<file path="src/hw/rtl/svl_pkg.sv">
// Shared widths, codes and cell types of the sorted value list.
package svl_pkg;

  localparam int unsigned CAPACITY = 16;
  localparam int unsigned CNT_W    = $clog2(CAPACITY + 1);

  localparam int unsigned VALUE_W  = 32;
  localparam int unsigned FUNC_W   = 2;
  localparam int unsigned STATUS_W = 2;
  localparam int unsigned MATCH_W  = 5;
  localparam int unsigned POS_W    = 4;
  localparam int unsigned ENTRY_W  = 5;
  localparam int unsigned TOTAL_W  = 36;

  typedef enum logic [FUNC_W-1:0] {
    FUNC_INSERT = 2'd0,
    FUNC_SEARCH = 2'd1,
    FUNC_DELETE = 2'd2,
    FUNC_CLEAR  = 2'd3
  } func_e;

  typedef enum logic [STATUS_W-1:0] {
    STATUS_OK        = 2'd0,
    STATUS_NOT_FOUND = 2'd1,
    STATUS_EMPTY     = 2'd2,
    STATUS_FULL      = 2'd3
  } status_e;

  typedef logic signed [VALUE_W-1:0] value_t;
  typedef logic [CNT_W-1:0]          count_t;

  // Command broadcast to every cell of the row
  typedef struct packed {
    logic   ins;
    logic   del;
    logic   clr;
    value_t value;
  } cell_cmd_t;

  // What a cell shows its neighbours and the control logic
  typedef struct packed {
    value_t value;
    logic   valid;
    logic   lt;
    logic   eq;
  } cell_state_t;

endpackage

</file>
<file path="src/hw/rtl/svl_in_if.sv">
// Input channel of the sorted value list: operation word.
interface svl_in_if;
  logic                             valid;
  logic                             ready;
  logic [svl_pkg::FUNC_W-1:0]       func;
  logic signed [svl_pkg::VALUE_W-1:0] value;

  modport source (output valid, func, value, input ready);
  modport sink   (input valid, func, value, output ready);
endinterface

</file>
<file path="src/hw/rtl/svl_out_if.sv">
// Output channel of the sorted value list: result word.
interface svl_out_if;
  logic                               valid;
  logic                               ready;
  logic [svl_pkg::STATUS_W-1:0]       status;
  logic [svl_pkg::MATCH_W-1:0]        match_count;
  logic [svl_pkg::POS_W-1:0]          first_position;
  logic [svl_pkg::ENTRY_W-1:0]        entry_count;
  logic signed [svl_pkg::TOTAL_W-1:0] total;

  modport source (output valid, status, match_count, first_position, entry_count, total,
                  input ready);
  modport sink   (input valid, status, match_count, first_position, entry_count, total,
                  output ready);
endinterface

</file>
<file path="src/hw/rtl/sorted_value_list.sv">
// Top level of the sorted value list: a row of compare-and-shift cells with result register.
//
// Keeps up to CAPACITY signed values in ascending order in a row of cells, each
// of which compares its value with the operand and shifts with its neighbours on
// the same clock edge. Every operation (insert, search, delete first match,
// clear) is applied to the row on the edge that accepts its word: a word is
// accepted in every cycle in which the result register is empty or its word is
// being taken, and its result word appears in the next cycle. The cell row
// updates all slots at once, and a single result register holds the result
// word. Reset empties the list at once; no clearing pass is needed.
module sorted_value_list (
  input  logic      clk_i,
  input  logic      rst_ni,
  svl_in_if.sink    in_i,
  svl_out_if.source out_o
);

  svl_pkg::cell_cmd_t   cmd;
  svl_pkg::cell_state_t cell_state [svl_pkg::CAPACITY];
  svl_pkg::cell_state_t prev_state [svl_pkg::CAPACITY];
  svl_pkg::cell_state_t next_state [svl_pkg::CAPACITY];

  logic [svl_pkg::CAPACITY-1:0] lt_bits, le_bits, eq_bits;
  svl_pkg::count_t              cnt_lt, cnt_le;

  svl_pkg::count_t                    held_q, held_d;
  logic signed [svl_pkg::TOTAL_W-1:0] sum_q, sum_d, operand_wide;

  logic                               out_valid_q, out_valid_d;
  svl_pkg::status_e                   status_q, status_d;
  logic [svl_pkg::MATCH_W-1:0]        match_q, match_d;
  logic [svl_pkg::POS_W-1:0]          pos_q, pos_d;
  logic [svl_pkg::ENTRY_W-1:0]        entry_q;
  logic signed [svl_pkg::TOTAL_W-1:0] total_q;

  svl_pkg::func_e op;
  logic           accept, full, empty, found;
  logic           ins_en, del_en, clr_en;

  assign in_i.ready = !out_valid_q || out_o.ready;
  assign accept     = in_i.valid && in_i.ready;
  assign op         = svl_pkg::func_e'(in_i.func);

  assign full         = (held_q == svl_pkg::CNT_W'(svl_pkg::CAPACITY));
  assign empty        = (held_q == '0);
  assign found        = |eq_bits;
  assign operand_wide = svl_pkg::TOTAL_W'(in_i.value);

  assign cmd.ins   = accept && ins_en;
  assign cmd.del   = accept && del_en;
  assign cmd.clr   = accept && clr_en;
  assign cmd.value = in_i.value;

  // Build the row and wire each cell to its neighbours
  for (genvar g = 0; g < svl_pkg::CAPACITY; g++) begin : g_cell
    if (g == 0) begin : g_first
      assign prev_state[g] = '{value: '0, valid: 1'b1, lt: 1'b1, eq: 1'b0};
    end else begin : g_mid
      assign prev_state[g] = cell_state[g-1];
    end
    if (g == svl_pkg::CAPACITY - 1) begin : g_last
      assign next_state[g] = '0;
    end else begin : g_inner
      assign next_state[g] = cell_state[g+1];
    end

    svl_cell u_cell (
      .clk_i   (clk_i),
      .rst_ni  (rst_ni),
      .cmd_i   (cmd),
      .prev_i  (prev_state[g]),
      .next_i  (next_state[g]),
      .state_o (cell_state[g])
    );

    assign lt_bits[g] = cell_state[g].lt;
    assign eq_bits[g] = cell_state[g].eq;
    assign le_bits[g] = cell_state[g].lt || cell_state[g].eq;
  end

  svl_count u_count_lt (
    .therm_i (lt_bits),
    .count_o (cnt_lt)
  );

  svl_count u_count_le (
    .therm_i (le_bits),
    .count_o (cnt_le)
  );

  // Decode the operation into cell commands and the result word
  always_comb begin
    ins_en   = 1'b0;
    del_en   = 1'b0;
    clr_en   = 1'b0;
    status_d = svl_pkg::STATUS_OK;
    match_d  = '0;
    pos_d    = '0;
    held_d   = held_q;
    sum_d    = sum_q;
    case (op)
      svl_pkg::FUNC_INSERT: begin
        if (full) begin
          status_d = svl_pkg::STATUS_FULL;
        end else begin
          ins_en = 1'b1;
          held_d = held_q + svl_pkg::CNT_W'(1);
          sum_d  = sum_q + operand_wide;
        end
      end
      svl_pkg::FUNC_SEARCH: begin
        if (empty) begin
          status_d = svl_pkg::STATUS_EMPTY;
        end else if (!found) begin
          status_d = svl_pkg::STATUS_NOT_FOUND;
        end else begin
          match_d = svl_pkg::MATCH_W'(cnt_le - cnt_lt);
          pos_d   = svl_pkg::POS_W'(cnt_lt);
        end
      end
      svl_pkg::FUNC_DELETE: begin
        if (empty) begin
          status_d = svl_pkg::STATUS_EMPTY;
        end else if (!found) begin
          status_d = svl_pkg::STATUS_NOT_FOUND;
        end else begin
          del_en = 1'b1;
          held_d = held_q - svl_pkg::CNT_W'(1);
          sum_d  = sum_q - operand_wide;
        end
      end
      svl_pkg::FUNC_CLEAR: begin
        clr_en = 1'b1;
        held_d = '0;
        sum_d  = '0;
      end
      default: begin
        status_d = svl_pkg::STATUS_OK;
      end
    endcase
  end

  // Keep the result word until it is taken
  assign out_valid_d = accept || (out_valid_q && !out_o.ready);

  always_ff @(posedge clk_i or negedge rst_ni) begin
    if (!rst_ni) begin
      out_valid_q <= 1'b0;
      held_q      <= '0;
      sum_q       <= '0;
    end else begin
      out_valid_q <= out_valid_d;
      if (accept) begin
        held_q <= held_d;
        sum_q  <= sum_d;
      end
    end
  end

  // Load the result payload on each accepted word
  always_ff @(posedge clk_i) begin
    if (accept) begin
      status_q <= status_d;
      match_q  <= match_d;
      pos_q    <= pos_d;
      entry_q  <= svl_pkg::ENTRY_W'(held_d);
      total_q  <= sum_d;
    end
  end

  assign out_o.valid          = out_valid_q;
  assign out_o.status         = status_q;
  assign out_o.match_count    = match_q;
  assign out_o.first_position = pos_q;
  assign out_o.entry_count    = entry_q;
  assign out_o.total          = total_q;

endmodule

</file>
<file path="src/hw/rtl/svl_cell.sv">
// One slot of the sorted row: holds a value, compares it and shifts with its neighbours.
module svl_cell (
  input  logic                 clk_i,
  input  logic                 rst_ni,
  input  svl_pkg::cell_cmd_t   cmd_i,
  input  svl_pkg::cell_state_t prev_i,
  input  svl_pkg::cell_state_t next_i,
  output svl_pkg::cell_state_t state_o
);

  svl_pkg::value_t value_q, value_d;
  logic            valid_q, valid_d;
  logic            lt;

  // Compare the held value against the broadcast operand
  assign lt = valid_q && (value_q < cmd_i.value);

  assign state_o.value = value_q;
  assign state_o.valid = valid_q;
  assign state_o.lt    = lt;
  assign state_o.eq    = valid_q && (value_q == cmd_i.value);

  // Hold, take the operand, or shift in from a neighbour
  always_comb begin
    value_d = value_q;
    valid_d = valid_q;
    if (cmd_i.clr) begin
      valid_d = 1'b0;
    end else if (cmd_i.ins && !lt) begin
      if (prev_i.lt) begin
        value_d = cmd_i.value;
        valid_d = 1'b1;
      end else begin
        value_d = prev_i.value;
        valid_d = prev_i.valid;
      end
    end else if (cmd_i.del && !lt) begin
      value_d = next_i.value;
      valid_d = next_i.valid;
    end
  end

  always_ff @(posedge clk_i or negedge rst_ni) begin
    if (!rst_ni) begin
      valid_q <= 1'b0;
    end else begin
      valid_q <= valid_d;
    end
  end

  // Slot payload needs no reset: the valid bit guards it
  always_ff @(posedge clk_i) begin
    value_q <= value_d;
  end

endmodule

</file>
<file path="src/hw/rtl/svl_count.sv">
// Thermometer-to-count encoder over the row of cell flags.
module svl_count (
  input  logic [svl_pkg::CAPACITY-1:0] therm_i,
  output svl_pkg::count_t              count_o
);

  logic [svl_pkg::CAPACITY-1:0] edge_bit;

  // Mark the last set flag of the thermometer
  always_comb begin
    for (int unsigned i = 0; i < svl_pkg::CAPACITY; i++) begin
      if (i == svl_pkg::CAPACITY - 1) begin
        edge_bit[i] = therm_i[i];
      end else begin
        edge_bit[i] = therm_i[i] && !therm_i[i+1];
      end
    end
  end

  // Encode the one-hot edge as a count of set flags
  always_comb begin
    count_o = '0;
    for (int unsigned i = 0; i < svl_pkg::CAPACITY; i++) begin
      if (edge_bit[i]) begin
        count_o = count_o | svl_pkg::CNT_W'(i + 1);
      end
    end
  end

endmodule

</file>
<file path="src/flat_wrapper.sv">
// flat-port wrapper written by rule: the top's interface ports become plain ports
module sorted_value_list_flat 
  (clk_i, rst_ni, in_i_valid, in_i_func, in_i_value, in_i_ready, out_o_valid, out_o_status, out_o_match_count, out_o_first_position, out_o_entry_count, out_o_total, out_o_ready);
  svl_in_if in_i_i ();
  svl_out_if out_o_i ();
  input  logic clk_i;
  input  logic rst_ni;
  input wire logic [$bits(in_i_i.valid)-1:0] in_i_valid;
  input wire logic [$bits(in_i_i.func)-1:0] in_i_func;
  input wire logic [$bits(in_i_i.value)-1:0] in_i_value;
  output wire logic [$bits(in_i_i.ready)-1:0] in_i_ready;
  output wire logic [$bits(out_o_i.valid)-1:0] out_o_valid;
  output wire logic [$bits(out_o_i.status)-1:0] out_o_status;
  output wire logic [$bits(out_o_i.match_count)-1:0] out_o_match_count;
  output wire logic [$bits(out_o_i.first_position)-1:0] out_o_first_position;
  output wire logic [$bits(out_o_i.entry_count)-1:0] out_o_entry_count;
  output wire logic [$bits(out_o_i.total)-1:0] out_o_total;
  input wire logic [$bits(out_o_i.ready)-1:0] out_o_ready;
  assign in_i_i.valid = in_i_valid;
  assign in_i_i.func = in_i_func;
  assign in_i_i.value = in_i_value;
  assign in_i_ready = in_i_i.ready;
  assign out_o_valid = out_o_i.valid;
  assign out_o_status = out_o_i.status;
  assign out_o_match_count = out_o_i.match_count;
  assign out_o_first_position = out_o_i.first_position;
  assign out_o_entry_count = out_o_i.entry_count;
  assign out_o_total = out_o_i.total;
  assign out_o_i.ready = out_o_ready;
  sorted_value_list u_core (.clk_i(clk_i), .rst_ni(rst_ni), .in_i(in_i_i), .out_o(out_o_i));
endmodule
</file>
<file path="config.mk">
export PLATFORM = sky130hd
export DESIGN_NAME = sorted_value_list_flat
export DESIGN_NICKNAME = d
export VERILOG_FILES = /design/src/hw/rtl/svl_pkg.sv /design/src/hw/rtl/svl_in_if.sv /design/src/hw/rtl/svl_out_if.sv /design/src/hw/rtl/sorted_value_list.sv /design/src/hw/rtl/svl_cell.sv /design/src/hw/rtl/svl_count.sv /design/src/flat_wrapper.sv
export SDC_FILE = /design/constraint.sdc
export NUM_CORES = 2
export LEC_CHECK = 0
export ABC_CLOCK_PERIOD_IN_PS = 6300
export BUFFER_PORTS_ARGS = -buffer_cell sky130_fd_sc_hd__buf_2
export CORE_MARGIN = 5
export CORE_UTILIZATION = 45
export DETAILED_ROUTE_END_ITERATION = 16
export PLACE_DENSITY = 0.7
export SYNTH_ARGS = -nofsm -noshare
export SYNTH_HDL_FRONTEND = slang
export SYNTH_SLANG_ARGS = --single-unit
</file>
<file path="constraint.sdc">
create_clock -name clk_i -period 6.3 [get_ports clk_i]
set_input_delay 0 -clock clk_i [delete_from_list [all_inputs] [get_ports clk_i]]
set_output_delay 0 -clock clk_i [all_outputs]
set_load 0.05 [all_outputs]
</file>
## Word-level counts from Yosys, hierarchy flattened

Cells that the tools add are included.

| operators by class | value |
|---|---|
| $add $sub $neg | 5 |
| magnitude comparators | 16 |
| eq/ne operators | 20 |
| mux-type cells | 160 |
| bitwise logic cells | 3 |
| reduce and logical (&&, ||, !) cells | 203 |

Operator list:

| operator | number |
|---|---|
| $mux 32 | 47 |
| $eq 32x32->1 | 16 |
| $lt 32x32->1 | 16 |
| $mux 36 | 3 |
| $pmux 36 s3 | 1 |
| $logic_and 1x1->1 | 99 |
| $mux 1 | 72 |
| $mux 4 | 16 |
| $reduce_bool 3->1 | 16 |
| $add 36x32->36 | 1 |
| $sub 36x32->36 | 1 |
| $logic_not 1->1 | 33 |
| $reduce_and 2->1 | 16 |
| $reduce_bool 2->1 | 16 |
| $mux 5 | 5 |
| $mux 3 | 8 |
| $logic_or 1x1->1 | 18 |
| $reduce_or 16->1 | 1 |
| $pmux 5 s3 | 1 |
| $mux 2 | 6 |
| $add 5x1->5 const B | 1 |
| $eq 5x5->1 const B | 1 |
| $logic_not 5->1 | 1 |
| $sub 5x1->5 const B | 1 |
| other kinds (8) | 11 |

| storage, ports and cells | value |
|---|---|
| flip-flop bits (word level) | 622 |
| bits of input ports | 38 |
| output and inout bits | 54 |
| word-level logic and storage cells | 447 |

## Longest topological paths before layout

| logic depth | value |
|---|---|
| depth after elaboration | 22 |
| mapped depth | 21 |
| depth with buffers taken out | 19 |

## Modules after synthesis

Synthesis repeated with hierarchy kept, for this count alone.

| unflattened totals | value |
|---|---|
| cells, all modules | 5134 |
| area, all modules | 54752.5 µm² |

By module, submodules not included:

| module | times used | cells each | area an instance (µm²) | seq. area each (µm²) |
|---|---|---|---|---|
| svl_cell (u_core.g_cell[0].u_cell ...) | 14 | 236 | 2808.9 | 985.9 |
| sorted_value_list | 1 | 1028 | 8535.7 | 2612.5 |
| svl_cell (u_core.g_cell[8].u_cell ...) | 2 | 375 | 3246.9 | 985.9 |
| svl_count | 2 | 26 | 198.9 | 0.0 |

## Least setup slack after synthesis

No wires, ideal clock.

| timing | value |
|---|---|
| path kind | input -> register |
| start | input port in_i_value[17] |
| end | register u_core.g_cell[14].u_cell.value_q[0] (enable) |
| library setup time | 0.425 ns |
| arrival | 4.594 ns |
| setup slack | 1.281 ns |
| cell stages on the path | 12 |
| path buffers | 3 |
| path through | clkbuf_1 -> clkinv_1 -> ha_1 -> a21o_1 -> a211oi_1 -> o31ai_1 -> a221oi_1 -> nor3_1 -> a31oi_1 -> clkbuf_1 -> clkbuf_1 -> nor2b_1 |

| on the way | value |
|---|---|
| longest elaborated chain between the ends | 10 |
| elaborated cells between the ends (all ways) | 44 |
| those cells by class | 1 x order compare; 16 x eq/ne; 3 x mux; 24 x reduce/logical |

Ends and longest elaborated chain:

| element | line | source |
|---|---|---|
| start: declaration | flat_wrapper.sv:10 | `input wire logic [$bits(in_i_i.value)-1:0] in_i_value;` |
| $eq 32x32->1 | svl_cell.sv:21 | `assign state_o.eq = valid_q && (value_q == cmd_i.value);` |
| $logic_and 1x1->1 | svl_cell.sv:21 |  |
| $reduce_or 16->1 | sorted_value_list.sv:46 | `assign found = \|eq_bits;` |
| $mux 1 | sorted_value_list.sv:124 | `end else if (!found) begin` |
| $mux 1 | sorted_value_list.sv:122 | `if (empty) begin` |
| $mux 1 | sorted_value_list.sv:101 | `case (op)` |
| $logic_and 1x1->1 | sorted_value_list.sv:50 | `assign cmd.del = accept && del_en;` |
| $logic_and 1x1->1 | svl_cell.sv:37 | `end else if (cmd_i.del && !lt) begin` |
| $reduce_bool 2->1 (no source line) (*) | n/a |  |
| $reduce_and 2->1 (no source line) (*) | n/a |  |
| end signal: assignment | svl_cell.sv:53 | `value_q <= value_d;` |
| end: declaration | svl_cell.sv:11 | `svl_pkg::value_t value_q, value_d;` |

Mark *: on every way between the ends. The rest lies on a longest branch, timed or not.
A chain may end at the register's enable or synchronous reset.

## Worst setup path after layout

| timing | value |
|---|---|
| start | input port in_i_value[30] |
| end | register u_core.match_q (netlist bit u_core.out_o.match_count[4]), data pin |

| on the way | value |
|---|---|
| longest elaborated chain between the ends | 22 |
| elaborated cells between the ends (all ways) | 176 |
| those cells by class | 1 x add/sub; 16 x order compare; 16 x eq/ne; 32 x mux; 1 x bitwise; 110 x reduce/logical |

Ends and longest elaborated chain:

| element | line | source |
|---|---|---|
| $lt 32x32->1 / $eq 32x32->1 (equally long branches) | svl_cell.sv:16, svl_cell.sv:21 |  |
| $logic_and 1x1->1, on equally long branches | svl_cell.sv:16, svl_cell.sv:21 |  |
| $logic_or 1x1->1 | sorted_value_list.sv:78 | `assign le_bits[g] = cell_state[g].lt \|\| cell_state[g].eq;` |
| $logic_not 1->1 | svl_count.sv:15 | `edge_bit[i] = therm_i[i] && !therm_i[i+1];` |
| $logic_and 1x1->1 | svl_count.sv:15 |  |
| $mux 1 | svl_count.sv:24 | `if (edge_bit[i]) begin` |
| $mux 2 (2 in series) | svl_count.sv:24 |  |
| $mux 3 (4 in series) | svl_count.sv:24 |  |
| $mux 4 (8 in series) | svl_count.sv:24 |  |
| $mux 5 | svl_count.sv:24 |  |
| $sub 5x5->5 | sorted_value_list.sv:117 | `match_d = svl_pkg::MATCH_W'(cnt_le - cnt_lt);` |
| end signal: assignment | sorted_value_list.sv:164 | `match_q <= match_d;` |
| end: declaration | sorted_value_list.sv:31 | `logic [svl_pkg::MATCH_W-1:0] match_q, match_d;` |

Several ways; a longest one is shown, not always the timed one.

==> impl_metrics.csv <==
group,metric,value,unit
run_status,status,"finished clean",
timing,final.min_clock_period,5.18,ns
global_routing,grtUsageMet3,0.0645,
cells_and_area,final_common_cell,"nor2_1",
power_and_ir_drop,ir_drop,0.258,mV
logic_synthesis,ys_seq_area_frac,0.386,
cells_and_area,drive_gt1_frac,0.0832,
worst_setup_path,crit_path_top_delay_cell,"dlygate4sd3_1",
worst_setup_path,cp_cell_sequence,"dlygate4sd3_1 -> buf_2 -> clkinv_1 -> buf_4 -> buf_4 -> ha_1 -> nand4_1 -> nor2_1 -> nand3_1 -> a31oi_1 -> a211o_1 -> mux2i_4 -> o211ai_1 -> o2111a_1 -> and3_1 -> ha_1 -> fa_1 -> inv_1 -> a21o_1 -> a21oi_1 -> or3_1 -> a21oi_1",
logic_synthesis,syn_area,47600,um^2
floorplanning,core,105000,um^2
global_routing,grt.total_usage,0.319,
placement,dpl.hpwl,137000,um
detailed_routing,viasPerCell,6.50,
worst_setup_path,max_stage_delay,0.53,ns
global_routing,grt_max_degree,68,
cells_and_area,area_growth,10.4,%
timing,hold_viol,0,
worst_setup_path,crit_type,"input pin to register",
detailed_routing,drt_pass1_iterations,6,
floorplanning,initial_core_util,0.452,
worst_setup_path,reg2reg_slack,1.55,ns
floorplanning,io_pins,92,
timing,finalSetupViolCount,0,
clock_network,cts.sinks,622,
worst_setup_path,rr_endpoint,"u_core.out_o.match_count[4]",
floorplanning,die_w,335,um
timing,tightest_slew,1.15,ns
cells_and_area,nNetsFinal,5904,
timing,post-route-period-util,0.822,
worst_hold_path,min_to,"u_core.sum_q[1]",
floorplanning,rows,119,
timing,rsz0062_at_grt,"no",
clock_network,cts_buffer_depth,3,
timing,fin_worst_skew,0.0340,ns
timing,fin_hold_ws,0.0534,ns
logic_synthesis,synth_nets,5864,
clock_network,clock-root-buffer,"clkbuf_16",
worst_setup_path,reg2regPathDepth,16,
global_routing,grt_pass1_vias,40000,
logic_synthesis,synth_edf_count,564,
worst_setup_path,r2r-start,"u_core.g_cell[15].u_cell.value_q[31]",
timing,fmax,193,MHz
detailed_routing,wirelength,187000,um
worst_setup_path,critPathMaxFanout,15,
logic_synthesis,avgSynthCellArea,9.11,um^2
detailed_routing,drc,0,
global_routing,grtUsageMet2,0.468,
timing,drv_slew,0,
cells_and_area,mostFrequentLayoutCells,"655 x nor2_1, 615 x a21oi_1, 592 x ha_1",
clock_network,h-tree-depth,3,
clock_network,cts_tree,"yes",
clock_network,cts_made_buffers,74,
global_routing,grt_overflow,0,
global_routing,grt_pass1_wl,269000,um
logic_synthesis,async_flop_share,0.0932,
global_routing,use_met1,0.440,
clock_network,cts.clk_slew.worst_paths,0.06,ns
cells_and_area,multi_input_area,27900,um^2
logic_synthesis,ys_ff_latch,622,
floorplanning,die_area,112000,um^2
worst_setup_path,endpoint_kind,"register",
global_routing,busiest_layer,"met2",
logic_synthesis,ys_warn_count,0,
placement,globalplace.congestion,0.979,
global_routing,antenna_found_initial,2,
clock_network,clock_latency,0.67,ns
power_and_ir_drop,p_per_area,283,nW/um^2
detailed_routing,post_drt_wl_per_cell,27.8,um
power_and_ir_drop,p_leak,20.9,nW
worst_setup_path,worstPathArrival,5.68,ns
floorplanning,die_y,335,um
cells_and_area,regArea,18400,um^2
cells_and_area,num-fill-cells,9619,
logic_synthesis,ys_types,102,
worst_setup_path,critPathRequiredTime,6.80,ns
logic_synthesis,syn_inst,5230,
placement,io_buffers,91,
worst_hold_path,hold_start,"out_o_ready",
logic_synthesis,ys.flop_type,"edfxtp_1",
detailed_routing,drtIter0Drc,5851,
timing,relSlewSlack,0.226,
detailed_routing,final_antenna_net_count,0,
worst_hold_path,hp-class,"input pin to register",
timing,tns,0,ns
detailed_routing,num_vias,43700,
worst_hold_path,hold_path_depth,5,
worst_setup_path,start_kind,"input pin",
flow_run,drv_cap,0,
worst max-delay path: cells and delay by family:
family / cells / cell delay (ns)
buf+inv: 6 / 1.71
simple gates: 5 / 1.20
compound gates: 7 / 1.33
mux: 1 / 0.40
fa+ha+maj: 3 / 0.97
stage by stage:
step                cells   util  setup slack (ns)  total power [mW]  area (um^2)
CTS                  6716  0.499              1.28              14.7        52600
global route         6716  0.499             0.958              15.5        52600
floorplan            5230      -              1.28              8.91        47600
global placement     6576  0.477              1.07              10.4        50200
detailed placement   6576  0.477              1.12              10.5        50200
finish               6719  0.499              1.12              14.9        52600
report_power, final:
group | switching, mW | total [mW] | internal, mW | leakage (nW)
sequential | 0.497 | 5.43 | 4.93 | 5.91
combinational | 3.38 | 5.19 | 1.82 | 13.9
clock | 1.85 | 4.24 | 2.38 | 1.12
total | 5.73 | 14.9 | 9.13 | 20.9
cell usage after synthesis, types with 84 or more instances:
| cell | n | area (um^2) |
|---|---|---|
| nor2_1 | 668 | 2510 |
| a21oi_1 | 615 | 3080 |
| ha_1 | 593 | 7420 |
| edfxtp_1 | 564 | 16900 |
| nand2_1 | 563 | 2110 |
| o21ai_0 | 352 | 1760 |
| mux2i_1 | 242 | 2420 |
| clkbuf_1 | 192 | 721 |
| nand4_1 | 127 | 795 |
| a21o_1 | 88 | 661 |
| inv_1 | 85 | 319 |
| o21ai_1 | 85 | 425 |
| nand3_1 | 84 | 420 |
logic make-up (layout without fill, tap and decap cells):
| kind of cell | count (synthesis) | after routing | share of synthesized area |
|---|---|---|---|
| other cells | 0 | 3 | 0 |
| fa+ha+maj | 596 | 596 | 0.157 |
| xor+xnor | 60 | 60 | 0.0110 |
| buf+inv | 414 | 509 | 0.0347 |
| flops | 622 | 622 | 0.386 |
| mux | 287 | 287 | 0.0615 |
| simple gates | 1754 | 1754 | 0.164 |
| compound gates | 1497 | 1497 | 0.185 |
what timing repair did:
item                                   CTS  global route
endpoints found under the hold margin   70             0
setup buffers                            0             0
hold buffers                             9             0
resized for setup                        0             0
how the worst max path moves through the flow:
stage	startpoint	endpoint	slack, ns
2_1_floorplan	in_i_value[17]	u_core.g_cell[14].u_cell.value_q[0]	1.28
3_3_place_gp	in_i_value[28]	u_core.out_o.match_count[4]	1.07
3_5_place_dp	in_i_value[28]	u_core.out_o.match_count[4]	1.12
4_1_cts	in_i_value[30]	u_core.out_o.match_count[4]	1.28
5_1_grt	in_i_value[30]	u_core.out_o.match_count[4]	0.96
6_report	in_i_value[30]	u_core.out_o.match_count[4]	1.12
metal layers:
metal | part of all wire | wire length (um)
met5 | 0.000080 | 15
met4 | 0.069 | 12900
met3 | 0.12 | 22800
met2 | 0.41 | 77400
met1 | 0.39 | 73900
registers in the layout, summed over array words and instances (netlist names):
signal,count
u_core.out_o.status,2
u_core.sum_q,36
u_core.out_o.first_position,4
u_core.out_o.total,36
u_core.out_o.valid,1
u_core.held_q,5
u_core.g_cell.u_cell.valid_q,16
u_core.out_o.match_count,5
u_core.g_cell.u_cell.value_q,512
u_core.out_o.entry_count,5
cell type report:
class	instances	share of cell area
multi-input combinational	4194	0.531
sequential	622	0.350
clock inverter	33	0.00505
tap	1391	0.0331
inverter	127	0.00907
clock buffer	98	0.0385
antenna	3	0.000143
timing repair buffer	251	0.0338
Note: power is estimated with default switching activity, not from simulation.
